**config.mk**
```make
export PLATFORM = sky130hd
export DESIGN_NAME = cpu8_memory_operand_execute_top
export DESIGN_NICKNAME = d
export VERILOG_FILES = /design/src/cpu8mo_pkg.sv /design/src/cpu8mo_front.sv /design/src/cpu8mo_queue.sv /design/src/cpu8mo_back.sv /design/src/cpu8_memory_operand_execute_top.sv
export VERILOG_INCLUDE_DIRS = /design/src /design/src/src
export SDC_FILE = /design/constraint.sdc
export NUM_CORES = 1
export LEC_CHECK = 0
export ABC_AREA = 1
export BUFFER_PORTS_ARGS = -buffer_cell sky130_fd_sc_hd__buf_2
export CAP_MARGIN = 10
export CORE_MARGIN = 5
export CORE_UTILIZATION = 45
export DETAILED_ROUTE_END_ITERATION = 10
export PLACE_DENSITY_LB_ADDON = 0.12
export SETUP_SLACK_MARGIN = 0.1
export SYNTH_ARGS = -nofsm -noshare
export SYNTH_HDL_FRONTEND = slang
export SYNTH_SLANG_ARGS = --single-unit
```
**constraint.sdc**
```tcl
create_clock -name clk -period 5 [get_ports clk]
set_input_delay 0.5 -clock clk [delete_from_list [all_inputs] [get_ports clk]]
set_output_delay 0.5 -clock clk [all_outputs]
set_load 0.01 [all_outputs]
```
**src/cpu8_memory_operand_execute_top_defines.svh**
```systemverilog
// ---------------------------------------------------------------------------
// cpu8 memory-operand execute: assertion macros
// Shared concurrent assertion forms, clocked on clk and disabled in reset.
// ---------------------------------------------------------------------------
`ifndef CPU8_MEMORY_OPERAND_EXECUTE_TOP_DEFINES_SVH
`define CPU8_MEMORY_OPERAND_EXECUTE_TOP_DEFINES_SVH

// The consequent must hold in the same cycle as the antecedent.
`define CPU8MO_ASSERT_SAME(lbl, ante, cons, msg) \
  lbl: assert property (@(posedge clk) disable iff (!rst_n) (ante) |-> (cons)) else $error(msg);

// The consequent must hold in the cycle after the antecedent.
`define CPU8MO_ASSERT_NEXT(lbl, ante, cons, msg) \
  lbl: assert property (@(posedge clk) disable iff (!rst_n) (ante) |=> (cons)) else $error(msg);

`endif

```
**src/cpu8mo_pkg.sv**
```systemverilog
// ---------------------------------------------------------------------------
// cpu8mo_pkg
// Operation codes, decoded control types and constants of the execute unit.
// ---------------------------------------------------------------------------
package cpu8mo_pkg;

  // Default depth of the request queue between decode and execute.
  localparam int CPU8MO_QUEUE_DEPTH = 2;

  // Operation codes of an incoming request; codes 30 and 31 are unused.
  typedef enum logic [4:0] {
    OP_ADC = 5'd0,  OP_SBC = 5'd1,  OP_AND = 5'd2,  OP_ORA = 5'd3,
    OP_EOR = 5'd4,  OP_ASL = 5'd5,  OP_LSR = 5'd6,  OP_ROL = 5'd7,
    OP_ROR = 5'd8,  OP_BIT = 5'd9,  OP_JMP = 5'd10, OP_CMP = 5'd11,
    OP_CPX = 5'd12, OP_CPY = 5'd13, OP_INC = 5'd14, OP_DEC = 5'd15,
    OP_LDA = 5'd16, OP_LDX = 5'd17, OP_LDY = 5'd18, OP_STA = 5'd19,
    OP_STX = 5'd20, OP_STY = 5'd21, OP_LAX = 5'd22, OP_SAX = 5'd23,
    OP_DCP = 5'd24, OP_ISC = 5'd25, OP_SLO = 5'd26, OP_RLA = 5'd27,
    OP_SRE = 5'd28, OP_RRA = 5'd29
  } op_t;

  // Modification applied to the operand byte before the accumulator path.
  typedef enum logic [2:0] {
    MOD_NONE = 3'd0, MOD_ASL = 3'd1, MOD_LSR = 3'd2, MOD_ROL = 3'd3,
    MOD_ROR  = 3'd4, MOD_INC = 3'd5, MOD_DEC = 3'd6
  } mod_t;

  // Accumulator-path operation.
  typedef enum logic [3:0] {
    ALU_NONE = 4'd0, ALU_ADC = 4'd1, ALU_SBC = 4'd2, ALU_AND = 4'd3,
    ALU_ORA  = 4'd4, ALU_EOR = 4'd5, ALU_BIT = 4'd6, ALU_CMP = 4'd7,
    ALU_LOAD = 4'd8
  } alu_t;

  // Register compared against the operand.
  typedef enum logic [1:0] {
    REG_A = 2'd0, REG_X = 2'd1, REG_Y = 2'd2
  } reg_sel_t;

  // Source of the write-back byte.
  typedef enum logic [2:0] {
    WS_MOD = 3'd0, WS_A = 3'd1, WS_X = 3'd2, WS_Y = 3'd3, WS_AX = 3'd4
  } wsel_t;

  // Decoded control word of one request.
  typedef struct packed {
    mod_t     modify;
    alu_t     alu;
    reg_sel_t cmp_reg;
    wsel_t    wsel;
    logic     wen;
    logic     jump;
    logic     ld_a;
    logic     ld_x;
    logic     ld_y;
    logic     nz_mod;
  } ctrl_t;

  // One decoded request as it travels through the queue.
  typedef struct packed {
    ctrl_t       ctrl;
    logic [7:0]  operand;
    logic [15:0] address;
  } uop_t;

  // Head of the queue as seen by the execute stage.
  typedef struct packed {
    logic valid;
    uop_t uop;
  } q_head_t;

  // Flag bit positions in the packed flag word.
  localparam int FLAG_C = 0;
  localparam int FLAG_Z = 1;
  localparam int FLAG_V = 2;
  localparam int FLAG_N = 3;

endpackage

```
**src/cpu8mo_front.sv**
```systemverilog
// ---------------------------------------------------------------------------
// cpu8mo_front
// Accepts requests and decodes the operation code into a control word.
// ---------------------------------------------------------------------------
module cpu8mo_front
  import cpu8mo_pkg::*;
(
  input  logic        in_valid,
  output logic        in_stall,
  input  logic [4:0]  in_operation,
  input  logic [7:0]  in_operand_value,
  input  logic [15:0] in_operand_address,
  input  logic        q_full,
  output logic        push,
  output uop_t        push_uop
);

  ctrl_t ctrl;

  // The queue applies back-pressure directly to the input channel.
  assign in_stall = q_full;
  assign push     = in_valid && !q_full;

  // Classify the operation.
  always_comb begin
    ctrl         = '0;
    ctrl.modify  = MOD_NONE;
    ctrl.alu     = ALU_NONE;
    ctrl.cmp_reg = REG_A;
    ctrl.wsel    = WS_MOD;
    unique case (op_t'(in_operation))
      OP_ADC: ctrl.alu = ALU_ADC;
      OP_SBC: ctrl.alu = ALU_SBC;
      OP_AND: ctrl.alu = ALU_AND;
      OP_ORA: ctrl.alu = ALU_ORA;
      OP_EOR: ctrl.alu = ALU_EOR;
      OP_ASL: begin
        ctrl.modify = MOD_ASL; ctrl.wen = 1'b1; ctrl.nz_mod = 1'b1;
      end
      OP_LSR: begin
        ctrl.modify = MOD_LSR; ctrl.wen = 1'b1; ctrl.nz_mod = 1'b1;
      end
      OP_ROL: begin
        ctrl.modify = MOD_ROL; ctrl.wen = 1'b1; ctrl.nz_mod = 1'b1;
      end
      OP_ROR: begin
        ctrl.modify = MOD_ROR; ctrl.wen = 1'b1; ctrl.nz_mod = 1'b1;
      end
      OP_BIT: ctrl.alu = ALU_BIT;
      OP_JMP: ctrl.jump = 1'b1;
      OP_CMP: begin
        ctrl.alu = ALU_CMP; ctrl.cmp_reg = REG_A;
      end
      OP_CPX: begin
        ctrl.alu = ALU_CMP; ctrl.cmp_reg = REG_X;
      end
      OP_CPY: begin
        ctrl.alu = ALU_CMP; ctrl.cmp_reg = REG_Y;
      end
      OP_INC: begin
        ctrl.modify = MOD_INC; ctrl.wen = 1'b1; ctrl.nz_mod = 1'b1;
      end
      OP_DEC: begin
        ctrl.modify = MOD_DEC; ctrl.wen = 1'b1; ctrl.nz_mod = 1'b1;
      end
      OP_LDA: begin
        ctrl.alu = ALU_LOAD; ctrl.ld_a = 1'b1;
      end
      OP_LDX: begin
        ctrl.alu = ALU_LOAD; ctrl.ld_x = 1'b1;
      end
      OP_LDY: begin
        ctrl.alu = ALU_LOAD; ctrl.ld_y = 1'b1;
      end
      OP_STA: begin
        ctrl.wen = 1'b1; ctrl.wsel = WS_A;
      end
      OP_STX: begin
        ctrl.wen = 1'b1; ctrl.wsel = WS_X;
      end
      OP_STY: begin
        ctrl.wen = 1'b1; ctrl.wsel = WS_Y;
      end
      OP_LAX: begin
        ctrl.alu = ALU_LOAD; ctrl.ld_a = 1'b1; ctrl.ld_x = 1'b1;
      end
      OP_SAX: begin
        ctrl.wen = 1'b1; ctrl.wsel = WS_AX;
      end
      OP_DCP: begin
        ctrl.modify = MOD_DEC; ctrl.wen = 1'b1;
        ctrl.alu = ALU_CMP; ctrl.cmp_reg = REG_A;
      end
      OP_ISC: begin
        ctrl.modify = MOD_INC; ctrl.wen = 1'b1; ctrl.alu = ALU_SBC;
      end
      OP_SLO: begin
        ctrl.modify = MOD_ASL; ctrl.wen = 1'b1; ctrl.alu = ALU_ORA;
      end
      OP_RLA: begin
        ctrl.modify = MOD_ROL; ctrl.wen = 1'b1; ctrl.alu = ALU_AND;
      end
      OP_SRE: begin
        ctrl.modify = MOD_LSR; ctrl.wen = 1'b1; ctrl.alu = ALU_EOR;
      end
      OP_RRA: begin
        ctrl.modify = MOD_ROR; ctrl.wen = 1'b1; ctrl.alu = ALU_ADC;
      end
      // Unused codes leave every control bit inactive.
      default: ctrl.alu = ALU_NONE;
    endcase
  end

  assign push_uop = '{ctrl: ctrl, operand: in_operand_value, address: in_operand_address};

endmodule

```
**src/cpu8mo_queue.sv**
```systemverilog
// ---------------------------------------------------------------------------
// cpu8mo_queue
// Small first-in first-out buffer of decoded requests.
// ---------------------------------------------------------------------------
`include "cpu8_memory_operand_execute_top_defines.svh"

module cpu8mo_queue
  import cpu8mo_pkg::*;
#(
  parameter int DEPTH = CPU8MO_QUEUE_DEPTH
) (
  input  logic    clk,
  input  logic    rst_n,
  input  logic    push,
  input  uop_t    push_uop,
  input  logic    pop,
  output logic    full,
  output q_head_t head
);

  localparam int PtrW = (DEPTH > 1) ? $clog2(DEPTH) : 1;
  localparam int CntW = $clog2(DEPTH + 1);

  uop_t            mem_r [DEPTH];
  logic [PtrW-1:0] wr_ptr_r, wr_ptr_nxt;
  logic [PtrW-1:0] rd_ptr_r, rd_ptr_nxt;
  logic [CntW-1:0] count_r, count_nxt;

  assign full       = (count_r == CntW'(DEPTH));
  assign head.valid = (count_r != '0);
  assign head.uop   = mem_r[rd_ptr_r];

  // Pointer advance with wrap at the last entry.
  always_comb begin
    wr_ptr_nxt = wr_ptr_r;
    rd_ptr_nxt = rd_ptr_r;
    if (push) begin
      wr_ptr_nxt = (wr_ptr_r == PtrW'(DEPTH - 1)) ? '0 : wr_ptr_r + PtrW'(1);
    end
    if (pop) begin
      rd_ptr_nxt = (rd_ptr_r == PtrW'(DEPTH - 1)) ? '0 : rd_ptr_r + PtrW'(1);
    end
  end

  // Occupancy count.
  always_comb begin
    unique case ({push, pop})
      2'b10:   count_nxt = count_r + CntW'(1);
      2'b01:   count_nxt = count_r - CntW'(1);
      default: count_nxt = count_r;
    endcase
  end

  always_ff @(posedge clk) begin
    if (!rst_n) begin
      wr_ptr_r <= '0;
      rd_ptr_r <= '0;
      count_r  <= '0;
    end else begin
      wr_ptr_r <= wr_ptr_nxt;
      rd_ptr_r <= rd_ptr_nxt;
      count_r  <= count_nxt;
    end
  end

  // Entry storage needs no reset.
  always_ff @(posedge clk) begin
    if (push) begin
      mem_r[wr_ptr_r] <= push_uop;
    end
  end

  `CPU8MO_ASSERT_SAME(a_no_pop_empty, pop, count_r != '0, "queue popped while empty")
  `CPU8MO_ASSERT_SAME(a_count_bound, 1'b1, count_r <= CntW'(DEPTH), "queue count overflow")

endmodule

```
**src/cpu8mo_back.sv**
```systemverilog
// ---------------------------------------------------------------------------
// cpu8mo_back
// Executes decoded requests against A, X, Y and the flags, one per cycle while the result is not stalled.
// ---------------------------------------------------------------------------
`include "cpu8_memory_operand_execute_top_defines.svh"

module cpu8mo_back
  import cpu8mo_pkg::*;
(
  input  logic        clk,
  input  logic        rst_n,
  input  q_head_t     head,
  output logic        pop,
  output logic        out_valid,
  input  logic        out_stall,
  output logic        out_write_enable,
  output logic [7:0]  out_write_data,
  output logic        out_jump_taken,
  output logic [15:0] out_jump_target,
  output logic [7:0]  out_acc_out,
  output logic [7:0]  out_xreg_out,
  output logic [7:0]  out_yreg_out,
  output logic [3:0]  out_flags_out
);

  // Architectural state.
  logic [7:0] acc_r, acc_nxt;
  logic [7:0] x_r, x_nxt;
  logic [7:0] y_r, y_nxt;
  logic [3:0] flags_r, flags_nxt;

  // Output register.
  logic        out_valid_r, out_valid_nxt;
  logic        we_r;
  logic [7:0]  wd_r;
  logic        jump_r;
  logic [15:0] jt_r;

  ctrl_t       ctrl;
  logic [7:0]  m;
  logic [7:0]  mv;
  logic        sc;
  logic        is_shift;
  logic        c_in;
  logic        c_mod;
  logic [7:0]  b;
  logic [8:0]  sum;
  logic [7:0]  r;
  logic [8:0]  diff;
  logic [7:0]  res;
  logic [7:0]  wdata;
  logic        n, v, z, c;

  assign ctrl = head.uop.ctrl;
  assign m    = head.uop.operand;
  assign c_in = flags_r[FLAG_C];

  // Take the next request when the output register is free or being drained.
  assign pop = head.valid && (!out_valid_r || !out_stall);

  // Operand modification: shifts, rotates, increment and decrement.
  always_comb begin
    sc       = 1'b0;
    is_shift = 1'b0;
    unique case (ctrl.modify)
      MOD_ASL: begin
        mv = {m[6:0], 1'b0}; sc = m[7]; is_shift = 1'b1;
      end
      MOD_LSR: begin
        mv = {1'b0, m[7:1]}; sc = m[0]; is_shift = 1'b1;
      end
      MOD_ROL: begin
        mv = {m[6:0], c_in}; sc = m[7]; is_shift = 1'b1;
      end
      MOD_ROR: begin
        mv = {c_in, m[7:1]}; sc = m[0]; is_shift = 1'b1;
      end
      MOD_INC: mv = m + 8'd1;
      MOD_DEC: mv = m - 8'd1;
      default: mv = m;
    endcase
    c_mod = is_shift ? sc : c_in;
  end

  // Binary adder shared by ADC and SBC; SBC adds the inverted operand.
  always_comb begin
    b   = (ctrl.alu == ALU_SBC) ? ~mv : mv;
    sum = {1'b0, acc_r} + {1'b0, b} + {8'd0, c_mod};
  end

  // Compare subtractor.
  always_comb begin
    unique case (ctrl.cmp_reg)
      REG_X:   r = x_r;
      REG_Y:   r = y_r;
      default: r = acc_r;
    endcase
    diff = {1'b0, r} - {1'b0, mv};
  end

  // Accumulator path, register loads and flag updates.
  always_comb begin
    acc_nxt = acc_r;
    x_nxt   = x_r;
    y_nxt   = y_r;
    n       = flags_r[FLAG_N];
    v       = flags_r[FLAG_V];
    z       = flags_r[FLAG_Z];
    c       = c_mod;
    res     = 8'd0;
    if (ctrl.nz_mod) begin
      n = mv[7];
      z = (mv == 8'd0);
    end
    unique case (ctrl.alu)
      ALU_ADC, ALU_SBC: begin
        acc_nxt = sum[7:0];
        c = sum[8];
        v = ~(acc_r[7] ^ b[7]) & (acc_r[7] ^ sum[7]);
        n = sum[7];
        z = (sum[7:0] == 8'd0);
      end
      ALU_AND, ALU_ORA, ALU_EOR: begin
        if (ctrl.alu == ALU_AND) begin
          res = acc_r & mv;
        end else if (ctrl.alu == ALU_ORA) begin
          res = acc_r | mv;
        end else begin
          res = acc_r ^ mv;
        end
        acc_nxt = res;
        n = res[7];
        z = (res == 8'd0);
      end
      ALU_BIT: begin
        n = m[7];
        v = m[6];
        z = ((acc_r & m) == 8'd0);
      end
      ALU_CMP: begin
        c = ~diff[8];
        n = diff[7];
        z = (diff[7:0] == 8'd0);
      end
      ALU_LOAD: begin
        if (ctrl.ld_a) acc_nxt = m;
        if (ctrl.ld_x) x_nxt = m;
        if (ctrl.ld_y) y_nxt = m;
        n = m[7];
        z = (m == 8'd0);
      end
      default: res = 8'd0;
    endcase
    flags_nxt = {n, v, z, c};
  end

  // Write-back byte selection.
  always_comb begin
    unique case (ctrl.wsel)
      WS_A:    wdata = acc_r;
      WS_X:    wdata = x_r;
      WS_Y:    wdata = y_r;
      WS_AX:   wdata = acc_r & x_r;
      default: wdata = mv;
    endcase
  end

  // Output valid: set on a new request, cleared when taken.
  always_comb begin
    out_valid_nxt = out_valid_r;
    if (pop) begin
      out_valid_nxt = 1'b1;
    end else if (!out_stall) begin
      out_valid_nxt = 1'b0;
    end
  end

  always_ff @(posedge clk) begin
    if (!rst_n) begin
      acc_r       <= '0;
      x_r         <= '0;
      y_r         <= '0;
      flags_r     <= '0;
      out_valid_r <= 1'b0;
    end else begin
      out_valid_r <= out_valid_nxt;
      if (pop) begin
        acc_r   <= acc_nxt;
        x_r     <= x_nxt;
        y_r     <= y_nxt;
        flags_r <= flags_nxt;
      end
    end
  end

  // Result payload; the register file outputs show the committed state.
  always_ff @(posedge clk) begin
    if (pop) begin
      we_r   <= ctrl.wen;
      wd_r   <= ctrl.wen ? wdata : 8'd0;
      jump_r <= ctrl.jump;
      jt_r   <= ctrl.jump ? head.uop.address : 16'd0;
    end
  end

  assign out_valid        = out_valid_r;
  assign out_write_enable = we_r;
  assign out_write_data   = wd_r;
  assign out_jump_taken   = jump_r;
  assign out_jump_target  = jt_r;
  assign out_acc_out      = acc_r;
  assign out_xreg_out     = x_r;
  assign out_yreg_out     = y_r;
  assign out_flags_out    = flags_r;

  `CPU8MO_ASSERT_NEXT(a_hold_state, out_valid_r && out_stall, $stable(acc_r) && $stable(flags_r) && $stable(x_r) && $stable(y_r), "state changed while result stalled")
  `CPU8MO_ASSERT_NEXT(a_pop_shows, pop, out_valid_r, "popped request produced no result")
  `CPU8MO_ASSERT_SAME(a_jump_no_write, out_valid_r && jump_r, !we_r, "jump result also writes memory")

endmodule

```
**src/cpu8_memory_operand_execute_top.sv**
```systemverilog
// ---------------------------------------------------------------------------
// cpu8_memory_operand_execute_top
// Execute unit for 8-bit memory-operand instructions with A, X, Y and NVZC.
// ---------------------------------------------------------------------------
// Usage:
//   The input channel (in_valid, in_stall) carries one request per accepted
//   cycle: an operation code, the operand byte and its effective address.
//   The result channel (out_valid, out_stall) returns exactly one result per
//   request, in order: write-back enable and byte, jump flag and target, and
//   A, X, Y and the flags after the operation.
//   An accepted request passes through the queue into the output register
//   behind out_valid. Throughput is one request per cycle while the receiver
//   does not stall; the execute stage with its output register sets it.
//   A short queue sits between the decoder and the execute stage. While the
//   receiver stalls, the held result stays stable, the queue keeps taking
//   requests until it is full, and then in_stall rises.
//   Reset (synchronous, active low) clears A, X, Y, the flags, the queue and
//   the result valid; no result is pending afterwards.
// ---------------------------------------------------------------------------
module cpu8_memory_operand_execute_top
  import cpu8mo_pkg::*;
#(
  parameter int QUEUE_DEPTH = CPU8MO_QUEUE_DEPTH
) (
  input  logic        clk,
  input  logic        rst_n,
  input  logic        in_valid,
  output logic        in_stall,
  input  logic [4:0]  in_operation,
  input  logic [7:0]  in_operand_value,
  input  logic [15:0] in_operand_address,
  output logic        out_valid,
  input  logic        out_stall,
  output logic        out_write_enable,
  output logic [7:0]  out_write_data,
  output logic        out_jump_taken,
  output logic [15:0] out_jump_target,
  output logic [7:0]  out_acc_out,
  output logic [7:0]  out_xreg_out,
  output logic [7:0]  out_yreg_out,
  output logic [3:0]  out_flags_out
);

  logic    q_full;
  logic    push;
  uop_t    push_uop;
  logic    pop;
  q_head_t head;

  // Decode front end.
  cpu8mo_front u_front (
    .in_valid           (in_valid),
    .in_stall           (in_stall),
    .in_operation       (in_operation),
    .in_operand_value   (in_operand_value),
    .in_operand_address (in_operand_address),
    .q_full             (q_full),
    .push               (push),
    .push_uop           (push_uop)
  );

  // Request queue.
  cpu8mo_queue #(
    .DEPTH (QUEUE_DEPTH)
  ) u_queue (
    .clk      (clk),
    .rst_n    (rst_n),
    .push     (push),
    .push_uop (push_uop),
    .pop      (pop),
    .full     (q_full),
    .head     (head)
  );

  // Execute back end.
  cpu8mo_back u_back (
    .clk              (clk),
    .rst_n            (rst_n),
    .head             (head),
    .pop              (pop),
    .out_valid        (out_valid),
    .out_stall        (out_stall),
    .out_write_enable (out_write_enable),
    .out_write_data   (out_write_data),
    .out_jump_taken   (out_jump_taken),
    .out_jump_target  (out_jump_target),
    .out_acc_out      (out_acc_out),
    .out_xreg_out     (out_xreg_out),
    .out_yreg_out     (out_yreg_out),
    .out_flags_out    (out_flags_out)
  );

endmodule

```
==> results of run 1 <==
-- sequential cells by signal, indices dropped and copies added (netlist names), 2 cells and up, named ones only --
signal	flops
u_queue.mem_r	84
u_queue.count_r	2
u_back.out_write_data	8
u_back.out_xreg_out	8
u_back.out_acc_out	8
u_back.out_yreg_out	8
u_back.out_jump_target	16
u_back.out_flags_out	4
-- worst max-delay path by stage --
stage | start | end | slack [ns] | depth (start not counted)
after floorplan | flip-flop | u_back.out_flags_out[3]$_SDFFE_PN0P_ | 1.42 | 22
after global placement | flip-flop | u_back.out_flags_out[3]$_SDFFE_PN0P_ | 0.87 | 21
after detailed placement | flip-flop | u_back.out_flags_out[3]$_SDFFE_PN0P_ | 0.78 | 21
after CTS | flip-flop | u_back.out_flags_out[3]$_SDFFE_PN0P_ | 0.78 | 21
after global routing | flip-flop | u_back.out_flags_out[3]$_SDFFE_PN0P_ | 0.29 | 21
final | flip-flop | u_back.out_flags_out[3]$_SDFFE_PN0P_ | 0.77 | 21
-- layout by cell type (no fill, tap or decap), types with 15 or more instances in the layout --
master	count
nand2_1	246
clkbuf_16	17
nor2_1	66
nand3_1	52
o21ai_1	17
edfxtp_1	110
o22ai_1	15
inv_1	137
o21ai_0	51
nand4_1	16
ha_1	37
buf_2	88
a21oi_1	59
dfxtp_1	33
inv_2	15
-- critical path, stage by stage (launching register included) --
cell and delay (ns):
dfxtp_2 0.53, inv_2 0.24, buf_4 0.28, or2_2 0.29, o21ai_0 0.11, inv_1 0.07
ha_1 0.47, inv_1 0.19, o21ai_0 0.34, inv_1 0.08, ha_1 0.28, nand2_1 0.06
o21ai_0 0.28, nand4_1 0.16, nand2_1 0.10, nand2_1 0.06, nand3_1 0.12, nand4_1 0.12
a21oi_1 0.13, nor2_1 0.05, nand2_1 0.07, a21oi_1 0.05
-- cell families after synthesis --
family / synth area share [%]
mux: 0.378
fa+ha+maj: 6.08
simple gates: 22.8
buf+inv: 8.66
flops: 46.3
compound gates: 13.6
xor+xnor: 2.14
-- power groups by stage --
stage                     Combinational [W]  Sequential (W)  Clock [W]
after floorplan                     0.00337         0.00185          0
after global placement              0.00471         0.00184          0
after detailed placement            0.00468         0.00184          0
after CTS                           0.00470         0.00182    0.00128
after global routing                0.00529         0.00184    0.00133
final                               0.00471         0.00182    0.00126
-- area by class of cell --
class / instances / area, um^2 / share of cell area, %
multi-input combinational: 693 / 3890 / 39.6
sequential: 144 / 3990 / 40.5
clock buffer: 18 / 429 / 4.37
tap: 234 / 293 / 2.98
clock inverter: 14 / 145 / 1.48
inverter: 158 / 598 / 6.08
timing repair buffer: 94 / 485 / 4.94
-- routing by layer --
layer / track usage, % / vias to the layer above / share of wire, %
li1: - / 3618 / -
met1: 31.2 / 3371 / 45
met2: 36.7 / 295 / 46
met3: 3.50 / 53 / 6.3
met4: 8.31 / 0 / 3.1
met5: 0 / - / 0
-- metrics by stage --
step                total power [W]  utilization [%]
finish                      0.00778             52.4
global route                0.00847             52.4
CTS                         0.00779             52.4
detailed placement          0.00652             49.3
global placement            0.00655             49.3
floorplan                   0.00523                -
==> results.py, run 1 <==
metrics = {
    "outcome": {
        "status": "complete, no violations",
    },
    "logic_synthesis": {
        "ys_ff_latch": 144,
        "synth_edf_count": 110,
        "yosysSeqAreaShare_pct": 46.3,
        "synth_commonest_cells": "246 x nand2_1, 137 x inv_1, 110 x edfxtp_1",
        "syn_inst": 1019,
        "synth_cell_types": 62,
        "synth_fp_nets": 1092,
        "yosysTopAreaCellShare_pct": 38.4,
        "synthArstFlopShare_pct": 0,
        "yosys.area.top_type": "edfxtp_1",
        "yosysMostFrequentCell": "nand2_1",
        "synth_area_leaders": "edfxtp_1 38%, nand2_1 11%, dfxtp_1 7.9%, inv_1 6.0%, ha_1 5.4%",
        "synth_warnings": 0,
        "syn_area_per_cell_um2": 8.45,
        "ys.flop_type": "edfxtp_1",
        "netlist_area_um2": 8610,
    },
    "sta": {
        "hold-worst-slack_ns": 0.248,
        "fin_crit_ns": 4.23,
        "slew_headroom_pct": 36.8,
        "rsz0062_at_grt": "no",
        "timing.final.crit_share_pct": 84.6,
        "fin_ws_ns": 0.772,
        "fmax_mhz": 237,
        "clock-skew-final_ns": 0.0110,
        "final_max_slew_viol_count": 0,
        "setup_viol": 0,
        "finalSetupTns_ns": 0,
        "tightest_slew_ns": 0.938,
        "finalHoldViolCount": 0,
    },
    "drt": {
        "antenna_left": 0,
        "viasPerCell": 5.41,
        "wire_per_inst_um": 18.1,
        "drt_first_pass_iters": 5,
        "routed_wl_um": 24500,
        "route.detailed.drc": 0,
        "drt-initial-drc-count": 535,
        "vias": 7337,
    },
    "global_route": {
        "gr-total-overflow": 0,
        "antenna_found_initial": 0,
        "grt_max_degree": 37,
        "grt_pass1_wl_um": 38500,
        "grt_pass1_vias": 6877,
        "grt_use_total_pct": 22.7,
    },
    "worst_setup_path": {
        "reg2reg_setup_slack_ns": 0.77,
        "cp.required_ns": 5.31,
        "crit_path_end_kind": "flip-flop",
        "cp_max_fo": 21,
        "cp-start-kind": "flip-flop",
        "worstSetupPathType": "reg -> reg",
        "reg2regPathDepth": 21,
        "rr_endpoint": "u_back.out_flags_out[3]$_SDFFE_PN0P_",
        "cp.arrival_ns": 4.54,
    },
    "clock_network": {
        "cts_resized": 0,
        "post_cts_buffers": 0,
        "numClockSinks": 144,
        "h-tree-depth": 4,
        "cts_buffers": 17,
        "cts_root_buf": "clkbuf_16",
        "cts.path.max_buffers": 2,
        "cts.clk_slew.worst_paths_ns": 0.07,
        "clk_latency_ns": 0.43,
        "postCtsHoldBufs": 0,
        "cts_tree": "done",
    },
    "floorplan": {
        "die_h_um": 148,
        "die_w_um": 148,
        "initial_core_util_pct": 45.9,
        "die_area_um2": 22000,
        "rows": 50,
        "ios": 89,
        "coreArea_um2": 18800,
    },
    "power_and_ir_drop": {
        "power_density_nw_per_um2": 792,
        "clkPwrFrac_pct": 16.1,
        "ir_drop_mv": 0.304,
        "cellLeakagePower_nw": 4.53,
        "p_comb_share_pct": 60.5,
        "seq_power_share_pct": 23.3,
        "swShare_pct": 49.8,
        "switchingPower_w": 0.00388,
        "internal_power_w": 0.00391,
    },
    "placed_design": {
        "place_area_um2": 9260,
        "dpl.hpwl_um": 18500,
        "place_congestion": 0.946,
        "port_buffers": 88,
        "placedCellCount": 1323,
        "place_ws_ns": 0.778,
    },
    "finish": {
        "num_antenna_cells": 0,
        "n_fill_cell": 1787,
        "drive_gt1_share_pct": 17.1,
        "stdcell_area_um2": 9830,
        "nets": 1181,
        "fin_cells": 1355,
        "syn2layout_area_growth_pct": 14.2,
    },
    "run": {
        "maxCapViolations": 0,
    },
    "min_path": {
        "min_path_type": "in -> reg",
        "hp-start": "in_operand_address[9]",
        "hold-path-endpoint": "u_queue.mem_r[0][9]$_DFFE_PP_",
        "hold_depth": 1,
    },
}
(Power assumes the default switching activity.)
==> inputs of run 2 (changes only) <==
Clock period 5 ns to 4.2 ns, I/O delays scaled along.
==> results.py, run 2 (synthesized netlist as in run 1, its figures left out) <==
metrics = {
    "outcome": {
        "status": "complete, no violations",
    },
    "clock_network": {
        "cts_tree": "done",
        "cts_buffers": 17,
        "postCtsHoldBufs": 0,
        "cts.path.max_buffers": 2,
        "numClockSinks": 144,
        "h-tree-depth": 4,
        "cts_root_buf": "clkbuf_16",
        "clk_latency_ns": 0.43,
        "cts.clk_slew.worst_paths_ns": 0.07,
    },
    "worst_setup_path": {
        "slowest_stage": "fa_1",
        "reg2regPathDepth": 21,
        "rr_endpoint": "u_back.out_flags_out[1]$_SDFFE_PN0P_",
        "cp.arrival_ns": 4.13,
        "cp_cell_sequence": "buf_4 -> buf_4 -> o21ai_4 -> inv_1 -> ha_1 -> nand2_1 -> o211ai_1 -> nor2_2 -> buf_4 -> inv_1 -> fa_1 -> inv_1 -> nand3_1 -> nand2_1 -> xnor2_1 -> nand3_1 -> nor2_1 -> nand4_1 -> nand4_1 -> nor2_1 -> a21oi_1",
        "cp_max_fo": 11,
        "reg2reg_setup_slack_ns": 0.43,
        "worstSetupPathType": "reg -> reg",
        "worst_path_largest_cell_delay_ns": 0.48,
        "cp.required_ns": 4.56,
        "crit_path_end_kind": "flip-flop",
        "crit_end": "u_back.out_flags_out[1]$_SDFFE_PN0P_",
        "cp-start-kind": "flip-flop",
    },
    "sta": {
        "fmax_mhz": 265,
        "fin_crit_ns": 3.77,
        "setup_viol": 0,
        "rsz0062_at_grt": "no",
        "finalHoldViolCount": 0,
        "slew_headroom_pct": 30.7,
        "timing.final.crit_share_pct": 89.7,
        "clock-skew-final_ns": 0.0145,
        "finalSetupTns_ns": 0,
        "final_max_slew_viol_count": 0,
        "fin_ws_ns": 0.432,
        "hold-worst-slack_ns": 0.170,
        "tightest_slew_ns": 1.01,
    },
    "finish": {
        "largest_reg_flops": 84,
        "largest-register": "u_queue.mem_r",
        "nets": 1192,
        "drive_gt1_share_pct": 18.3,
        "seq_area_um2": 3990,
        "num_antenna_cells": 0,
        "n_fill_cell": 1768,
        "syn2layout_area_growth_pct": 15.5,
        "most-common-layout-cells": "245 x nand2_1, 136 x inv_1, 110 x edfxtp_1, 88 x buf_2, 66 x nor2_1",
        "multi_input_area_um2": 3910,
        "mostFrequentLayoutCell": "nand2_1",
    },
    "power_and_ir_drop": {
        "ir_drop_mv": 0.342,
        "power_density_nw_per_um2": 938,
        "total_power_w": 0.00932,
        "cellLeakagePower_nw": 4.58,
    },
    "drt": {
        "routed_wl_um": 24100,
        "antenna_left": 0,
        "vias": 7468,
        "drt-initial-drc-count": 653,
        "route.detailed.drc": 0,
        "viasPerCell": 5.47,
        "wire_per_inst_um": 17.7,
        "drt_first_pass_iters": 5,
    },
    "placed_design": {
        "place_ws_ns": 0.347,
        "port_buffers": 88,
        "place_congestion": 0.963,
        "dpl.hpwl_um": 18100,
    },
    "floorplan": {
        "initial_core_util_pct": 45.9,
        "ios": 89,
        "die_w_um": 148,
        "die_area_um2": 22000,
        "coreArea_um2": 18800,
        "rows": 50,
        "die_h_um": 148,
    },
    "global_route": {
        "grt_use_total_pct": 22.3,
        "grt_pass1_vias": 6926,
        "gr-total-overflow": 0,
        "antenna_found_initial": 0,
        "grt_max_degree": 29,
        "grt_pass1_wl_um": 38100,
    },
    "min_path": {
        "hold_depth": 1,
        "min_path_type": "in -> reg",
        "hp-start": "in_operand_address[6]",
    },
    "run": {
        "maxCapViolations": 0,
    },
}
## run 2: what timing repair did
action | CTS | global route
setup buffers | 0 | 1
setup endpoints to repair | 0 | 4
gates resized for setup | 0 | 6
## run 2: through the flow
stage,cell area (um^2),cells,utilization [%]
2_1_floorplan,8610,1019,-
3_3_place_gp,9330,1333,49.7
3_5_place_dp,9330,1333,49.7
4_1_cts,9910,1365,52.8
5_1_grt,9940,1366,53.0
6_report,9940,1366,53.0
## run 2: per-layer routing
layer  track usage (%)  vias to the layer above  routed length (um)  share of wire (%)
li1                  -                     3643                   -                  -
met1              30.5                     3465               10800                 45
met2              35.1                      298               11000                 46
met3              4.27                       62                1520                6.3
met4              9.24                        0                 822                3.4
met5                 0                        -                   0                  0
## run 2: power by group
part / internal [W] / switching (W)
combinational: 0.00195 / 0.00372
clock: 0.000804 / 0.000691
sequential: 0.00194 / 0.000220
## run 2: how the worst min path moves through the flow
stage	end	slack (ns)
after detailed placement	u_queue.rd_ptr_r$_SDFFE_PN0P_	0.45
after floorplan	flip-flop	0.43
final	u_queue.mem_r[0][6]$_DFFE_PP_	0.17
after global placement	u_queue.rd_ptr_r$_SDFFE_PN0P_	0.43
after global routing	u_queue.mem_r[0][9]$_DFFE_PP_	0.15
after CTS	u_queue.mem_r[1][6]$_DFFE_PP_	0.15
## run 2: layout make-up
class                      count  area share [%]
clock buffer                  18            4.42
clock inverter                14            1.40
inverter                     158            6.04
multi-input combinational    693            39.4
sequential                   144            40.1
tap                          234            2.95
timing repair buffer         105            5.72
## run 2: worst max-delay path, delay by kind of cell, from the launching register on
| family | cells | cell delay, ns |
|---|---|---|
| AO/OA/AOI/OAI | 3 | 0.54 |
| AND/OR/NAND/NOR | 9 | 1.00 |
| flip-flops | 1 | 0.39 |
| XOR/XNOR | 1 | 0.11 |
| adder cells (fa/ha/maj) | 2 | 0.79 |
| buffers and inverters | 6 | 0.86 |
